File: src/set_pkg.sv
// Shared types and constants for the thresholded Sobel edge block.
// Used by the channel interfaces and every set_* module; depends on nothing.
`timescale 1ns / 1ps

package set_pkg;

  localparam int unsigned PixW       = 8;
  localparam int unsigned ColW       = 10;
  localparam int unsigned RowW       = 16;
  localparam int unsigned CfgWidthW  = 11;
  localparam int unsigned CfgHeightW = 16;
  localparam int unsigned CfgThrW    = 9;
  localparam int unsigned CfgIdxW    = 2;
  localparam int unsigned CfgDataW   = 16;
  localparam int unsigned GradW      = 11;
  localparam int unsigned SqW        = 20;
  localparam int unsigned MagW       = 21;
  localparam int unsigned LimW       = 22;

  localparam logic [CfgWidthW-1:0]  WidthRst  = 11'd640;
  localparam logic [CfgHeightW-1:0] HeightRst = 16'd480;
  localparam logic [CfgThrW-1:0]    ThrRst    = 9'd50;
  localparam logic [LimW-1:0]       LimRst    = 22'd40000;

  localparam logic [PixW-1:0] EdgeOn  = 8'd255;
  localparam logic [PixW-1:0] EdgeOff = 8'd0;

  typedef enum logic [CfgIdxW-1:0] {
    REG_IMAGE_WIDTH    = 2'd0,
    REG_IMAGE_HEIGHT   = 2'd1,
    REG_EDGE_THRESHOLD = 2'd2
  } cfg_reg_e;

  typedef struct packed {
    logic [PixW-1:0] top;
    logic [PixW-1:0] mid;
    logic [PixW-1:0] bot;
  } col_t;

  typedef struct packed {
    logic [RowW-1:0] row;
    logic [ColW-1:0] col;
    logic [PixW-1:0] pix;
    logic            interior;
    logic            border;
    logic            flast;
  } meta_t;

endpackage

File: src/set_grad.sv
// Sobel gradient stage then squaring stage, both advancing on enable.
// Depends on set_pkg for widths and the column type.
`timescale 1ns / 1ps

module set_grad (
  input  logic                    clk_i,
  input  logic                    en_i,
  input  set_pkg::col_t           west_i,
  input  set_pkg::col_t           mid_i,
  input  set_pkg::col_t           east_i,
  output logic [set_pkg::SqW-1:0] sq_x_o,
  output logic [set_pkg::SqW-1:0] sq_y_o
);

  localparam int unsigned SumW = set_pkg::PixW + 2;

  logic        [SumW-1:0]                 px, mx, py, my;
  logic signed [set_pkg::GradW-1:0]       dx_d, dy_d, dx_q, dy_q;
  logic signed [2*set_pkg::GradW-1:0]     prod_x, prod_y;
  logic        [set_pkg::SqW-1:0]         sq_x_q, sq_y_q;

  assign px = {2'b00, east_i.top} + {1'b0, east_i.mid, 1'b0} + {2'b00, east_i.bot};
  assign mx = {2'b00, west_i.top} + {1'b0, west_i.mid, 1'b0} + {2'b00, west_i.bot};
  assign py = {2'b00, east_i.bot} + {1'b0, mid_i.bot, 1'b0}  + {2'b00, west_i.bot};
  assign my = {2'b00, east_i.top} + {1'b0, mid_i.top, 1'b0}  + {2'b00, west_i.top};

  assign dx_d = $signed({1'b0, px}) - $signed({1'b0, mx});
  assign dy_d = $signed({1'b0, py}) - $signed({1'b0, my});

  assign prod_x = dx_q * dx_q;
  assign prod_y = dy_q * dy_q;

  always_ff @(posedge clk_i) begin
    if (en_i) begin
      dx_q   <= dx_d;
      dy_q   <= dy_d;
      sq_x_q <= prod_x[set_pkg::SqW-1:0];
      sq_y_q <= prod_y[set_pkg::SqW-1:0];
    end
  end

  assign sq_x_o = sq_x_q;
  assign sq_y_o = sq_y_q;

endmodule

File: config.mk
export PLATFORM = sky130hd
export DESIGN_NAME = set_grad
export DESIGN_NICKNAME = d
export VERILOG_FILES = /design/src/set_pkg.sv /design/src/set_grad.sv
export SDC_FILE = /design/constraint.sdc
export NUM_CORES = 1
export LEC_CHECK = 0
export CAP_MARGIN = 10
export CORE_MARGIN = 2
export CORE_UTILIZATION = 39
export CTS_BUF_LIST = sky130_fd_sc_hd__clkbuf_16
export CTS_CLUSTER_DIAMETER = 60
export DETAILED_ROUTE_END_ITERATION = 12
export DONT_BUFFER_PORTS = 1
export PLACE_DENSITY_LB_ADDON = 0.1
export SYNTH_ARGS = -nofsm -noshare
export SYNTH_HDL_FRONTEND = slang
export SYNTH_SLANG_ARGS = --single-unit
File: constraint.sdc
create_clock -name clk_i -period 13.4 [get_ports clk_i]
set_input_delay 2.01 -clock clk_i [delete_from_list [all_inputs] [get_ports clk_i]]
set_output_delay 2.01 -clock clk_i [all_outputs]
set_load 0.1 [all_outputs]
==> flow_summary.yaml <==
clock_network:
  insertion_delay_ns: 0.35
  post_cts_buffers: 0
  tritoncts: "done"
  cts_resized: 0
  cts_hold_buf: 0
  cts-root-buf: "clkbuf_16"
  clock_sinks: 60
  clk_pin_slew_ns: 0.06
  cts_buffers: 9
  h-tree-depth: 3
  clockBufferDepth: 2
timing:
  setup_viol_count_final: 0
  slew_viol_final: 0
  finalHoldViolCount: 0
  worst_pin_slew_ns: 0.979
  period_needed_ns: 5.80
  fin_setup_tns_ns: 0
  rsz0062_at_grt: "no"
  timing.final.crit_share_pct: 43.3
  finClkSkew_ns: 0.00985
  fmax_ghz: 0.172
  setup_ws_ns: 7.60
  slew_headroom_pct: 34.9
drt:
  postRouteAntennaNets: 0
  drt_wl_total_mm: 23.7
  initialDrtViolationCount: 256
  drcViolationCount: 0
  vias_per_cell: 4.66
  first_pass_iters: 5
  route.vias.total: 7302
  routed_wire_length_per_instance_um: 15.1
setup_path:
  timing.rr.start: "dx_q[6]"
  start_kind: "flop"
  r2r_slack_ns: 7.60
  crit_type: "flop to flop"
  cp_data_required_time_ns: 13.51
  r2r_cells: 17
  r2r_end: "sq_x_o[18]"
  cp-end-kind: "flop"
  path_max_fanout: 10
  arrival_ns: 5.91
placed_design:
  gp_congestion: 0.827
  portBuffers: 0
  place_ws_ns: 7.68
  hpwl_mm: 20.2
die:
  row_count: 64
  die_x_um: 179
  die_area_um2: 32000
  start_util_pct: 39.3
  core_um2: 30300
  io_pins: 114
  dieHeight_um: 179
synthesis:
  synth_top_area_share_pct: 42.3
  synth-edff-count: 60
  synth.area.top_cells: "fa_1 42%, edfxtp_1 15%, ha_1 11%"
  netlist_area_um2: 11900
  yosysTopAreaCell: "fa_1"
  yosysSeqAreaShare_pct: 15.1
  avgSynthCellArea_um2: 10.1
  synth_commonest_cells: "346 x inv_1, 252 x fa_1, 105 x ha_1"
  synth-async-reset-ratio_pct: 0
  yosys_warnings: 0
  yosysUniqueCellTypes: 49
  ys_ff_latch: 60
  ys.flop_type: "edfxtp_1"
  synth_most_common_cell: "inv_1"
  synth_cells: 1180
worst_hold_path:
  hp-class: "flop to flop"
  worstHoldPathCells: 0
  whs_endpoint: "sq_y_o[0]"
  min-delay-start: "dy_q[0]"
global_route:
  grt_max_degree: 61
  overflow: 0
  grt_pass1_wl_mm: 41.0
  antenna_found_initial: 0
  grt_pass1_vias: 8098
  globalRouteTotalUtil_pct: 16.6
final_layout:
  nFillCells: 2968
  final_nets: 1598
  drive_above_1_share_pct: 1.45
  syn_to_final_growth_pct: 5.63
  diodes: 0
flow_run:
  max-cap-violations: 0
outcome:
  status: "complete, no violations"
[stage by stage]
step | cell area, µm² | hold slack (ns) | std cells | util, %
after CTS | 12600 | 0.830 | 1567 | 41.5
after floorplan | 11900 | 0.479 | 1181 | -
after global routing | 12600 | 0.881 | 1567 | 41.5
after detailed placement | 12300 | 0.816 | 1552 | 40.6
after global placement | 12300 | 0.823 | 1552 | 40.6
final | 12600 | 0.829 | 1567 | 41.5
[sequential cells by signal, summed over array words and instances, names as in the netlist]
register / count
dy_q: 11
sq_y_o: 19
dx_q: 11
sq_x_o: 19
[worst max path at each step]
stage / start / to / slack (ns) / depth (start not counted)
global placement: dy_q[2] / sq_y_o[17] / 7.68 / 16
CTS: dx_q[7] / sq_x_o[18] / 7.61 / 15
finish: dx_q[6] / sq_x_o[18] / 7.60 / 17
detailed placement: dx_q[6] / sq_x_o[18] / 7.68 / 17
global route: dx_q[7] / sq_x_o[18] / 7.09 / 15
floorplan: west_i[2] / dy_q[8] / 8.13 / 12
[cells in the final DEF (no fill, tap or decap), drive strengths merged, types with 4 or more instances in the layout]
master	Yosys	routed
and2	53	53
inv	346	348
a21oi	17	17
nand2	74	74
o211ai	5	5
xor2	7	7
a21boi	4	4
fa	252	252
nor3b	4	4
nor2b	21	21
edfxtp	60	60
a21o	12	12
ha	105	105
clkbuf	23	9
nand2b	8	8
xnor2	54	54
o21ai	25	25
nand4	5	5
o21a	9	9
a31oi	7	7
a211oi	9	9
nor3	6	6
nor2	36	36
[area by class of cell]
type / instances / area [µm²] / share of cell area [%]
Clock buffer: 9 / 225 / 1.79
Clock inverter: 6 / 48.8 / 0.387
Inverter: 346 / 1300 / 10.3
Multi-Input combinational cell: 750 / 8740 / 69.3
Sequential cell: 60 / 1800 / 14.3
Tap cell: 396 / 495 / 3.93
[critical path: stages, from the launching register on]
cell and delay, ns:
edfxtp_1 0.59, inv_1 0.21, nor2_1 0.23, inv_1 0.09, fa_1 0.51, fa_1 0.51
fa_1 0.49, inv_1 0.05, fa_1 0.48, inv_1 0.05, fa_1 0.48, inv_1 0.04
ha_1 0.23, a2111oi_0 0.64, inv_1 0.11, o21ai_2 0.28, o21ai_0 0.16, a211oi_1 0.42
[layer usage]
layer | global-route usage (%) | up-vias | wire length, µm | share of wire, %
met3 | 4.66 | 15 | 1640 | 6.9
met4 | 3.96 | 0 | 287 | 1.2
met1 | 22.8 | 3625 | 11100 | 47
met5 | 0 | - | 0 | 0
met2 | 26.2 | 141 | 10700 | 45
li1 | - | 3521 | - | -
[cells by family after synthesis]
kind of cell / after synthesis / synth area share, %
fa+ha+maj: 357 / 53.3
flops: 60 / 15.1
compound gates: 104 / 5.78
mux: 2 / 0.168
simple gates: 224 / 9.44
buf+inv: 371 / 11.7
xor+xnor: 61 / 4.48
other cells: 1 / 0.0314
Power is left out: the tool's default activity adds up to more than one toggle a clock period on the data nets, which glitch-free logic cannot reach.
