<file path="src/set_pkg.sv">
// Shared types and constants for the thresholded Sobel edge block.
// Used by the channel interfaces and every set_* module; depends on nothing.
`timescale 1ns / 1ps

package set_pkg;

  localparam int unsigned PixW       = 8;
  localparam int unsigned ColW       = 10;
  localparam int unsigned RowW       = 16;
  localparam int unsigned CfgWidthW  = 11;
  localparam int unsigned CfgHeightW = 16;
  localparam int unsigned CfgThrW    = 9;
  localparam int unsigned CfgIdxW    = 2;
  localparam int unsigned CfgDataW   = 16;
  localparam int unsigned GradW      = 11;
  localparam int unsigned SqW        = 20;
  localparam int unsigned MagW       = 21;
  localparam int unsigned LimW       = 22;

  localparam logic [CfgWidthW-1:0]  WidthRst  = 11'd640;
  localparam logic [CfgHeightW-1:0] HeightRst = 16'd480;
  localparam logic [CfgThrW-1:0]    ThrRst    = 9'd50;
  localparam logic [LimW-1:0]       LimRst    = 22'd40000;

  localparam logic [PixW-1:0] EdgeOn  = 8'd255;
  localparam logic [PixW-1:0] EdgeOff = 8'd0;

  typedef enum logic [CfgIdxW-1:0] {
    REG_IMAGE_WIDTH    = 2'd0,
    REG_IMAGE_HEIGHT   = 2'd1,
    REG_EDGE_THRESHOLD = 2'd2
  } cfg_reg_e;

  typedef struct packed {
    logic [PixW-1:0] top;
    logic [PixW-1:0] mid;
    logic [PixW-1:0] bot;
  } col_t;

  typedef struct packed {
    logic [RowW-1:0] row;
    logic [ColW-1:0] col;
    logic [PixW-1:0] pix;
    logic            interior;
    logic            border;
    logic            flast;
  } meta_t;

endpackage

</file>
<file path="src/set_win_cell.sv">
// One column cell of the 3x3 window; takes its neighbor's column on enable.
// Depends on set_pkg for the column type.
`timescale 1ns / 1ps

module set_win_cell (
  input  logic          clk_i,
  input  logic          rst_ni,
  input  logic          en_i,
  input  set_pkg::col_t col_i,
  output set_pkg::col_t col_o
);

  set_pkg::col_t col_q;

  always_ff @(posedge clk_i or negedge rst_ni) begin
    if (!rst_ni) begin
      col_q <= '0;
    end else if (en_i) begin
      col_q <= col_i;
    end
  end

  assign col_o = col_q;

endmodule

</file>
<file path="config.mk">
export PLATFORM = sky130hd
export DESIGN_NAME = set_win_cell
export DESIGN_NICKNAME = d
export VERILOG_FILES = /design/src/set_pkg.sv /design/src/set_win_cell.sv
export SDC_FILE = /design/constraint.sdc
export NUM_CORES = 1
export LEC_CHECK = 0
export ABC_AREA = 1
export BUFFER_PORTS_ARGS = -buffer_cell sky130_fd_sc_hd__buf_2
export CELL_PAD_IN_SITES_DETAIL_PLACEMENT = 0
export CELL_PAD_IN_SITES_GLOBAL_PLACEMENT = 1
export CORE_ASPECT_RATIO = 1.2
export CORE_MARGIN = 8
export CORE_UTILIZATION = 31
export CTS_CLUSTER_DIAMETER = 200
export CTS_CLUSTER_SIZE = 8
export DETAILED_ROUTE_END_ITERATION = 16
export PLACE_DENSITY = 0.87
export SYNTH_ARGS = -nofsm -noshare
export SYNTH_HDL_FRONTEND = slang
export SYNTH_SLANG_ARGS = --single-unit
</file>
<file path="constraint.sdc">
create_clock -name clk_i -period 1.1 [get_ports clk_i]
set_clock_uncertainty 0.2 [all_clocks]
set_input_delay 0.11 -clock clk_i [delete_from_list [all_inputs] [get_ports clk_i]]
set_output_delay 0.11 -clock clk_i [all_outputs]
set_load 0.01 [all_outputs]
</file>
==> impl_metrics.toml, run 1 <==
[drt]
vias_per_cell = 4.15
wire_per_inst_microns = 11.9
wl_mm = 2.75
drtIter0Drc = 19
num_vias = 963
first_pass_iters = 4
final_antenna_net_count = 0
drc_errors = 0

[worst_setup_path]
crit_slowest_cell = "dfrtp_1"
cp_max_fo = 2
cp.depth = 1
critPathKind = "reg -> out"
crit_path_start = "col_o[4]$_DFFE_PN0P_"
arrival_ps = 890
cp-start-kind = "flop"
reg2reg_from = "col_o[2]$_DFFE_PN0P_"
worst_setup_path_end_kind = "output port"
crit_end = "col_o[4]"
reg2reg_depth = 4
critPathRequiredTime_ps = 790
rrSetupSlack_ps = 60
timing.critical_path.buf_inv = 1
reg2reg_to = "col_o[2]$_DFFE_PN0P_"
cp_top_family = "flip-flops"
slowest_delay_ps = 440
path_cells = "buf_6"

[power_and_ir_drop]
p_per_area_nw_per_um2 = 1150
p_leak_nw = 0.961
ir_drop_mv = 0.948

[synth]
ys_seq_elements = 24
ys_seq_area_share_pct = 61.6
synth_cells = 102
yosysUniqueCellTypes = 7
syn_nets = 129
synthesis.area_sq_um = 975
synth.area.top_cells = "dfrtp_1, nand2_1, nand2_2, buf_6, buf_12"
yosys_warnings = 0
yosysTopAreaCell = "dfrtp_1"
syn_avg_cell_area_sq_um = 9.56
yosysTopAreaCellShare_pct = 61.6

[die]
start_util_pct = 32.2
coreArea_sq_um = 3030
die_w_microns = 67.2
die_h_microns = 77.4
die_area_sq_um = 5200
ioPinCount = 51
std_cell_rows = 22

[timing]
slew_viol_final = 0
tightest_slew_ps = 163
period_share_pct = 109
max_freq_mhz = 836
fin_ws_ps = -96.1
finalSetupViolCount = 24
min_period_ps = 1200
hold_viol = 0
rsz0062_at_grt = "true"
relSlewSlack_pct = 89.1

[outcome]
violations = "negative setup slack"
status = "finished with violations"

[cts]
cts_tree = "yes"
clock_latency_ps = 300
clockRootBuffer = "clkbuf_4"
path_clk_slew_ps = 140
cts_sinks = 24
cts_buffer_depth = 2
htreeDepth = 1
numCtsBuffers = 3

[cells_and_area]
nets = 224
areaGrowthSynthToFinish_pct = 75.9
fin_cells = 232
largest_register_ff_count = 24
mostFrequentLayoutCells = "nand2_1, buf_2, dlygate4sd3_1, dfrtp_1, buf_4"
drive_above_1_share_pct = 42.9
layout_commonest_cell = "nand2_1"
postLayoutCellArea_sq_um = 1710
n_antenna_cell = 0

[placed_design]
dpl_cell_area_sq_um = 1240
placedCellCount = 186
hpwlAfterDp_mm = 1.85
io_buffers = 50
place_congestion = 0.670

[global_routing]
grt.total_usage_pct = 10.3
grt_max_degree = 25
grt_pass1_vias = 1026
grt-ovfl-total = 0
grt_pass1_wl_mm = 4.44
antenna_found_initial = 0

[job]
maxCapViolations = 0

[worst_hold_path]
hold_class = "in -> async"
==> cells in the mapped netlist <==
cell type and n:
clkbuf_8 1, inv_8 1, buf_12 1, nand2_2 10, dfrtp_1 24, nand2_1 62, buf_6 3
==> timing repair <==
action	CTS	global route
hold endpoints to repair	48	0
buffers inserted	11	5
resized for setup	1	11
hold buffers	26	0
setup endpoints to repair	24	45
pin swaps	0	0
==> layer usage <==
| metal | up-vias | global-route usage, % | routed length (microns) |
|---|---|---|---|
| met5 | - | 0 | 0 |
| met4 | 0 | 3.14 | 13 |
| met3 | 2 | 4.74 | 277 |
| met2 | 33 | 17.2 | 1330 |
| met1 | 439 | 11.3 | 1130 |
| li1 | 489 | - | - |
==> worst min-delay path by stage <==
stage / to / slack (ps)
floorplan: col_o[0]$_DFFE_PN0P_ / -390
global placement: col_o[16]$_DFFE_PN0P_ / -140
detailed placement: col_o[21]$_DFFE_PN0P_ / -140
CTS: col_o[20]$_DFFE_PN0P_ / 40
global route: col_o[17]$_DFFE_PN0P_ / 50
finish: col_o[17]$_DFFE_PN0P_ / 40
==> report_power, final <==
group          switching, mW  total (mW)  internal (mW)
Sequential            0.0455        1.01          0.960
Clock                  0.265       0.467          0.202
Combinational          0.209       0.500          0.291
==> layout make-up <==
class / count / area (sq um)
timing repair buffer: 95 / 726
clock buffer: 4 / 36.3
sequential: 24 / 601
fill: 291 / 1310
inverter: 1 / 11.3
multi-input combinational: 72 / 295
tap: 36 / 45.0
==> through the flow <==
step | power, mW | worst slack [ps] | hold slack (ps) | util (%) | TNS, ps
2_1_floorplan | 1.18 | 278 | -386 | - | 0
3_3_place_gp | 1.33 | 236 | -144 | 40.9 | 0
3_5_place_dp | 1.34 | 209 | -138 | 40.9 | 0
4_1_cts | 1.93 | -94.7 | 40.5 | 53.6 | -1810
5_1_grt | 2.08 | -133 | 49.3 | 56.6 | -2530
6_report | 1.97 | -96.1 | 36.4 | 56.6 | -1530
==> cells by family after synthesis <==
kind of cell,count (synthesis),share of synthesized area [%]
buffers and inverters,6,8.09
DFF,24,61.6
and+or+nand+nor,72,30.3
Note: power is estimated with default switching activity, not from simulation.
==> run 2: changes to the inputs <==
CTS_BUF_LIST = sky130_fd_sc_hd__clkbuf_16   (was not set)
==> run 2 against run 1 <==
Net effect: the run now ends clean; flip-flop and latch count unchanged; final cell count is 2.6% lower; clock power rose by 65%; core utilization decreased by 0.91 points; first-iteration DRC count down 21%; wire length decreased by 3.6%; non-clock buffer count is 6 lower; critical path depth did not move; design area down 1.6%; critical path type unchanged; highest routed layer unchanged.
==> impl_metrics.toml, run 2 (synthesized netlist as in run 1, its figures left out) <==
[outcome]
status = "finished, final reports clean"

[power_and_ir_drop]
p_clk_share_pct = 34.5
power.switching_mw = 0.532
p_int_mw = 1.71
p_per_area_nw_per_um2 = 1330
fin_total_pwr_mw = 2.24
power_frac_seq_pct = 44.9
switching_share_pct = 23.8
p_leak_nw = 0.943
ir_drop_mv = 1.08
comb_power_share_pct = 20.6

[cts]
clockRootBuffer = "clkbuf_16"
numCtsBuffers = 3
clock_latency_ps = 250
htreeDepth = 1
cts_buffer_depth = 2
path_clk_slew_ps = 60
cts_tree = "yes"
cts_sinks = 24

[cells_and_area]
final_util_pct = 55.7
n_antenna_cell = 0
nets = 218
fill_cells = 284
largest_register_ff_count = 24
layout_commonest_cell = "nand2_1"
mostFrequentLayoutCells = "nand2_1, buf_2, dlygate4sd3_1, dfrtp_1, buf_4"
multi_input_area_sq_um = 295
postLayoutCellArea_sq_um = 1690
areaGrowthSynthToFinish_pct = 73.0
regArea_sq_um = 601
drive_above_1_share_pct = 41.1

[worst_setup_path]
slowest_delay_ps = 390
worst_setup_path_end_kind = "output port"
cp_top_family = "flip-flops"
arrival_ps = 780
critPathKind = "reg -> out"
crit_slowest_cell = "dfrtp_1"
cp_max_fo = 2
reg2reg_depth = 3
critPathRequiredTime_ps = 790
path_cells = "buf_2"
cp-start-kind = "flop"
rrSetupSlack_ps = 180
reg2reg_from = "col_o[8]$_DFFE_PN0P_"
timing.critical_path.buf_inv = 1
reg2reg_to = "col_o[8]$_DFFE_PN0P_"

[job]
maxCapViolations = 0

[drt]
wire_per_inst_microns = 11.7
drtIter0Drc = 15
drc_errors = 0
first_pass_iters = 4
final_antenna_net_count = 0
wl_mm = 2.65
num_vias = 945
vias_per_cell = 4.18

[worst_hold_path]
hold_end = "col_o[9]$_DFFE_PN0P_"
hold_depth = 4
hold_class = "in -> reg"
hp-start = "en_i"

[placed_design]
hpwlAfterDp_mm = 1.85
dpl_cell_area_sq_um = 1240
pre_cts_slack_ps = 209
place_congestion = 0.670
io_buffers = 50

[die]
die_area_sq_um = 5200
std_cell_rows = 22
start_util_pct = 32.2
die_w_microns = 67.2
die_h_microns = 77.4
coreArea_sq_um = 3030
ioPinCount = 51

[global_routing]
grt_pass1_vias = 1003
grt_pass1_wl_mm = 4.39
antenna_found_initial = 0
grt-ovfl-total = 0
grt.total_usage_pct = 10.2
grt_max_degree = 25

[timing]
period_share_pct = 99.3
timing.hold.ws_ps = 68.1
min_period_ps = 1090
rsz0062_at_grt = "true"
max_freq_mhz = 915
hold_viol = 0
fin_ws_ps = 7.59
relSlewSlack_pct = 89.1
tightest_slew_ps = 163
slew_viol_final = 0
finalSetupViolCount = 0
run 2: cell count changes in the layout (fill, tap and decap cells not counted), sizes merged:
cell | before | now
dlygate4sd3 | 26 | 25
buf | 69 | 64
clkbuf | 4 | 3
clkinv | 0 | 1
run 2: power groups by stage:
stage / registers, mW / logic (mW) / clock network (mW)
4_1_cts: 1.00 / 0.416 / 0.800
5_1_grt: 1.01 / 0.512 / 0.830
3_5_place_dp: 1.02 / 0.320 / 0
3_3_place_gp: 1.02 / 0.315 / 0
2_1_floorplan: 1.06 / 0.122 / 0
6_report: 1.01 / 0.461 / 0.771
run 2: layer usage:
metal | vias to the layer above | part of all wire (%) | track usage, %
li1 | 479 | - | -
met1 | 431 | 41 | 11.6
met2 | 33 | 48 | 16.5
met3 | 2 | 10 | 4.89
met4 | 0 | 0.30 | 3.14
met5 | - | 0 | 0
run 2: metrics by stage:
step | setup TNS, ps | instances
final | 0 | 226
after detailed placement | 0 | 186
after global routing | -176 | 226
after global placement | 0 | 186
after CTS | -5.96 | 220
after floorplan | 0 | 102
run 2: area by class of cell:
class                   count  share of cell area (%)
inverters                   1                   0.668
multi-input cells          72                    17.5
well taps                  36                    2.67
clock buffers               3                    4.45
repair buffers             89                    38.9
flip-flops and latches     24                    35.6
clock inverters             1                   0.223
run 2: worst max-delay path by stage:
stage	start	to	slack (ps)	cells after the start
floorplan	col_o[0]$_DFFE_PN0P_	col_o[0]$_DFFE_PN0P_	280	2
global placement	en_i	col_o[9]$_DFFE_PN0P_	240	4
detailed placement	en_i	col_o[17]$_DFFE_PN0P_	210	4
CTS	col_o[4]$_DFFE_PN0P_	col_o[4]	-6	1
global route	col_o[4]$_DFFE_PN0P_	col_o[4]	-30	1
finish	col_o[8]$_DFFE_PN0P_	col_o[8]	8	1
run 2: timing repair:
action | in CTS | in global routing
hold endpoints to repair | 48 | 0
pin swaps | 0 | 0
cloned | 0 | 0
resized for setup | 0 | 6
setup endpoints to repair | 6 | 22
hold buffers | 25 | 0
buffers inserted | 5 | 6
==> run 3: changes to the inputs <==
SETUP_SLACK_MARGIN = 0.02   (was not set)
==> run 3 against run 2 <==
Net effect: design area grew 2.1%; combinational power is 5.0% higher; register-to-register slack got worse by 90 ps; global-route usage increased by 0.11 points; setup slack barely moved; wire length rose by 0.60%; critical path type unchanged; largest cell class unchanged; largest power group unchanged.
==> impl_metrics.toml, run 3 (synthesized netlist as in run 1, its figures left out) <==
[timing]
hold_viol = 0
finalSetupTns_ps = 0
tightest_slew_ps = 164
slew_viol_final = 0
fin_ws_ps = 7.31
period_share_pct = 99.3
rsz0062_at_grt = "true"
relSlewSlack_pct = 89.1
max_freq_mhz = 915
finalSetupViolCount = 0
min_period_ps = 1090

[worst_hold_path]
hold_end = "col_o[9]$_DFFE_PN0P_"
hold_class = "in -> reg"
hp-start = "en_i"
hold_depth = 4

[die]
coreArea_sq_um = 3030
ioPinCount = 51
die_h_microns = 77.4
std_cell_rows = 22
die_area_sq_um = 5200
die_w_microns = 67.2
start_util_pct = 32.2

[worst_setup_path]
rrSetupSlack_ps = 90
crit_slowest_cell = "dfrtp_1"
cp-start-kind = "flop"
timing.critical_path.buf_inv = 1
reg2reg_from = "col_o[11]$_DFFE_PN0P_"
reg2reg_to = "col_o[11]$_DFFE_PN0P_"
cp_top_family = "flip-flops"
critPathRequiredTime_ps = 790
worst_setup_path_end_kind = "output port"
slowest_delay_ps = 390
reg2reg_depth = 4
cp_max_fo = 2
critPathKind = "reg -> out"
path_cells = "buf_2"
arrival_ps = 780

[outcome]
status = "finished, final reports clean"

[cts]
clockRootBuffer = "clkbuf_16"
cts_buffer_depth = 2
cts_sinks = 24
htreeDepth = 1
numCtsBuffers = 3
clock_latency_ps = 250
cts_tree = "yes"
path_clk_slew_ps = 60

[global_routing]
grt_max_degree = 25
grt-ovfl-total = 0
antenna_found_initial = 0
grt_pass1_vias = 1026
grt_pass1_wl_mm = 4.44
grt.total_usage_pct = 10.3

[power_and_ir_drop]
fin_total_pwr_mw = 2.26
p_leak_nw = 0.961
ir_drop_mv = 1.08
p_per_area_nw_per_um2 = 1310

[drt]
wl_mm = 2.67
num_vias = 955
top_layer_used = "met4"
wire_per_inst_microns = 11.6
drc_errors = 0
wirelength_met1_mm = 1.12
met2WireLength_mm = 1.28
first_pass_iters = 4
final_antenna_net_count = 0
vias_per_cell = 4.17
drtIter0Drc = 17
wl_met3_microns = 258

[cells_and_area]
final_util_pct = 56.9
n_antenna_cell = 0
largest_register_ff_count = 24
layout_commonest_cell = "nand2_1"
nets = 221
fill_cells = 284
postLayoutCellArea_sq_um = 1720
areaGrowthSynthToFinish_pct = 76.6
drive_above_1_share_pct = 42.0
mostFrequentLayoutCells = "nand2_1, buf_2, dlygate4sd3_1, dfrtp_1, buf_4"
multi_input_area_sq_um = 295
regArea_sq_um = 601

[placed_design]
pre_cts_slack_ps = 209
hpwlAfterDp_mm = 1.85
io_buffers = 50
place_congestion = 0.670
dpl_cell_area_sq_um = 1240

[job]
maxCapViolations = 0
==> run 3: cell types whose count changed in the layout (fill, tap and decap cells not counted), sizes merged <==
cell / change
buf: +3
==> run 3: final cells by class <==
cell class	count	area share, %
clock inverters	1	0.218
multi-input cells	72	17.2
flip-flops and latches	24	34.9
clock buffers	3	4.36
well taps	36	2.62
repair buffers	92	40.1
inverters	1	0.654
==> run 3: where the power goes <==
group	leakage, nW	internal [mW]	switching (mW)	total (mW)
combinational	0.631	0.278	0.206	0.484
sequential	0.292	0.961	0.0441	1.01
clock	0.0385	0.485	0.287	0.772
==> run 3: worst max-delay path by stage <==
stage               depth (start not counted)                 start  slack [ps]               endpoint
floorplan                                   2  col_o[0]$_DFFE_PN0P_         280   col_o[0]$_DFFE_PN0P_
global placement                            4                  en_i         240   col_o[9]$_DFFE_PN0P_
detailed placement                          4                  en_i         210  col_o[17]$_DFFE_PN0P_
CTS                                         1  col_o[4]$_DFFE_PN0P_          -6               col_o[4]
global route                                1  col_o[4]$_DFFE_PN0P_         -30               col_o[4]
finish                                      1  col_o[8]$_DFFE_PN0P_           7               col_o[8]
==> run 3: metal layers <==
layer,global-route usage (%),vias to the layer above
met3,4.74,2
met2,17.0,33
met5,0,-
li1,-,485
met1,11.6,435
met4,3.14,0
==> run 3: stage by stage <==
stage	cells	hold slack, ps
2_1_floorplan	102	-386
3_3_place_gp	186	-144
3_5_place_dp	186	-138
4_1_cts	226	48.9
5_1_grt	229	87.6
6_report	229	69.5
==> run 3: timing repair <==
| item | CTS | global route |
|---|---|---|
| buffers inserted | 11 | 3 |
| gates cloned | 0 | 0 |
| endpoints found under the setup margin | 23 | 24 |
| resized for setup | 1 | 7 |
| hold endpoints to repair | 48 | 0 |
| hold buffers | 25 | 0 |
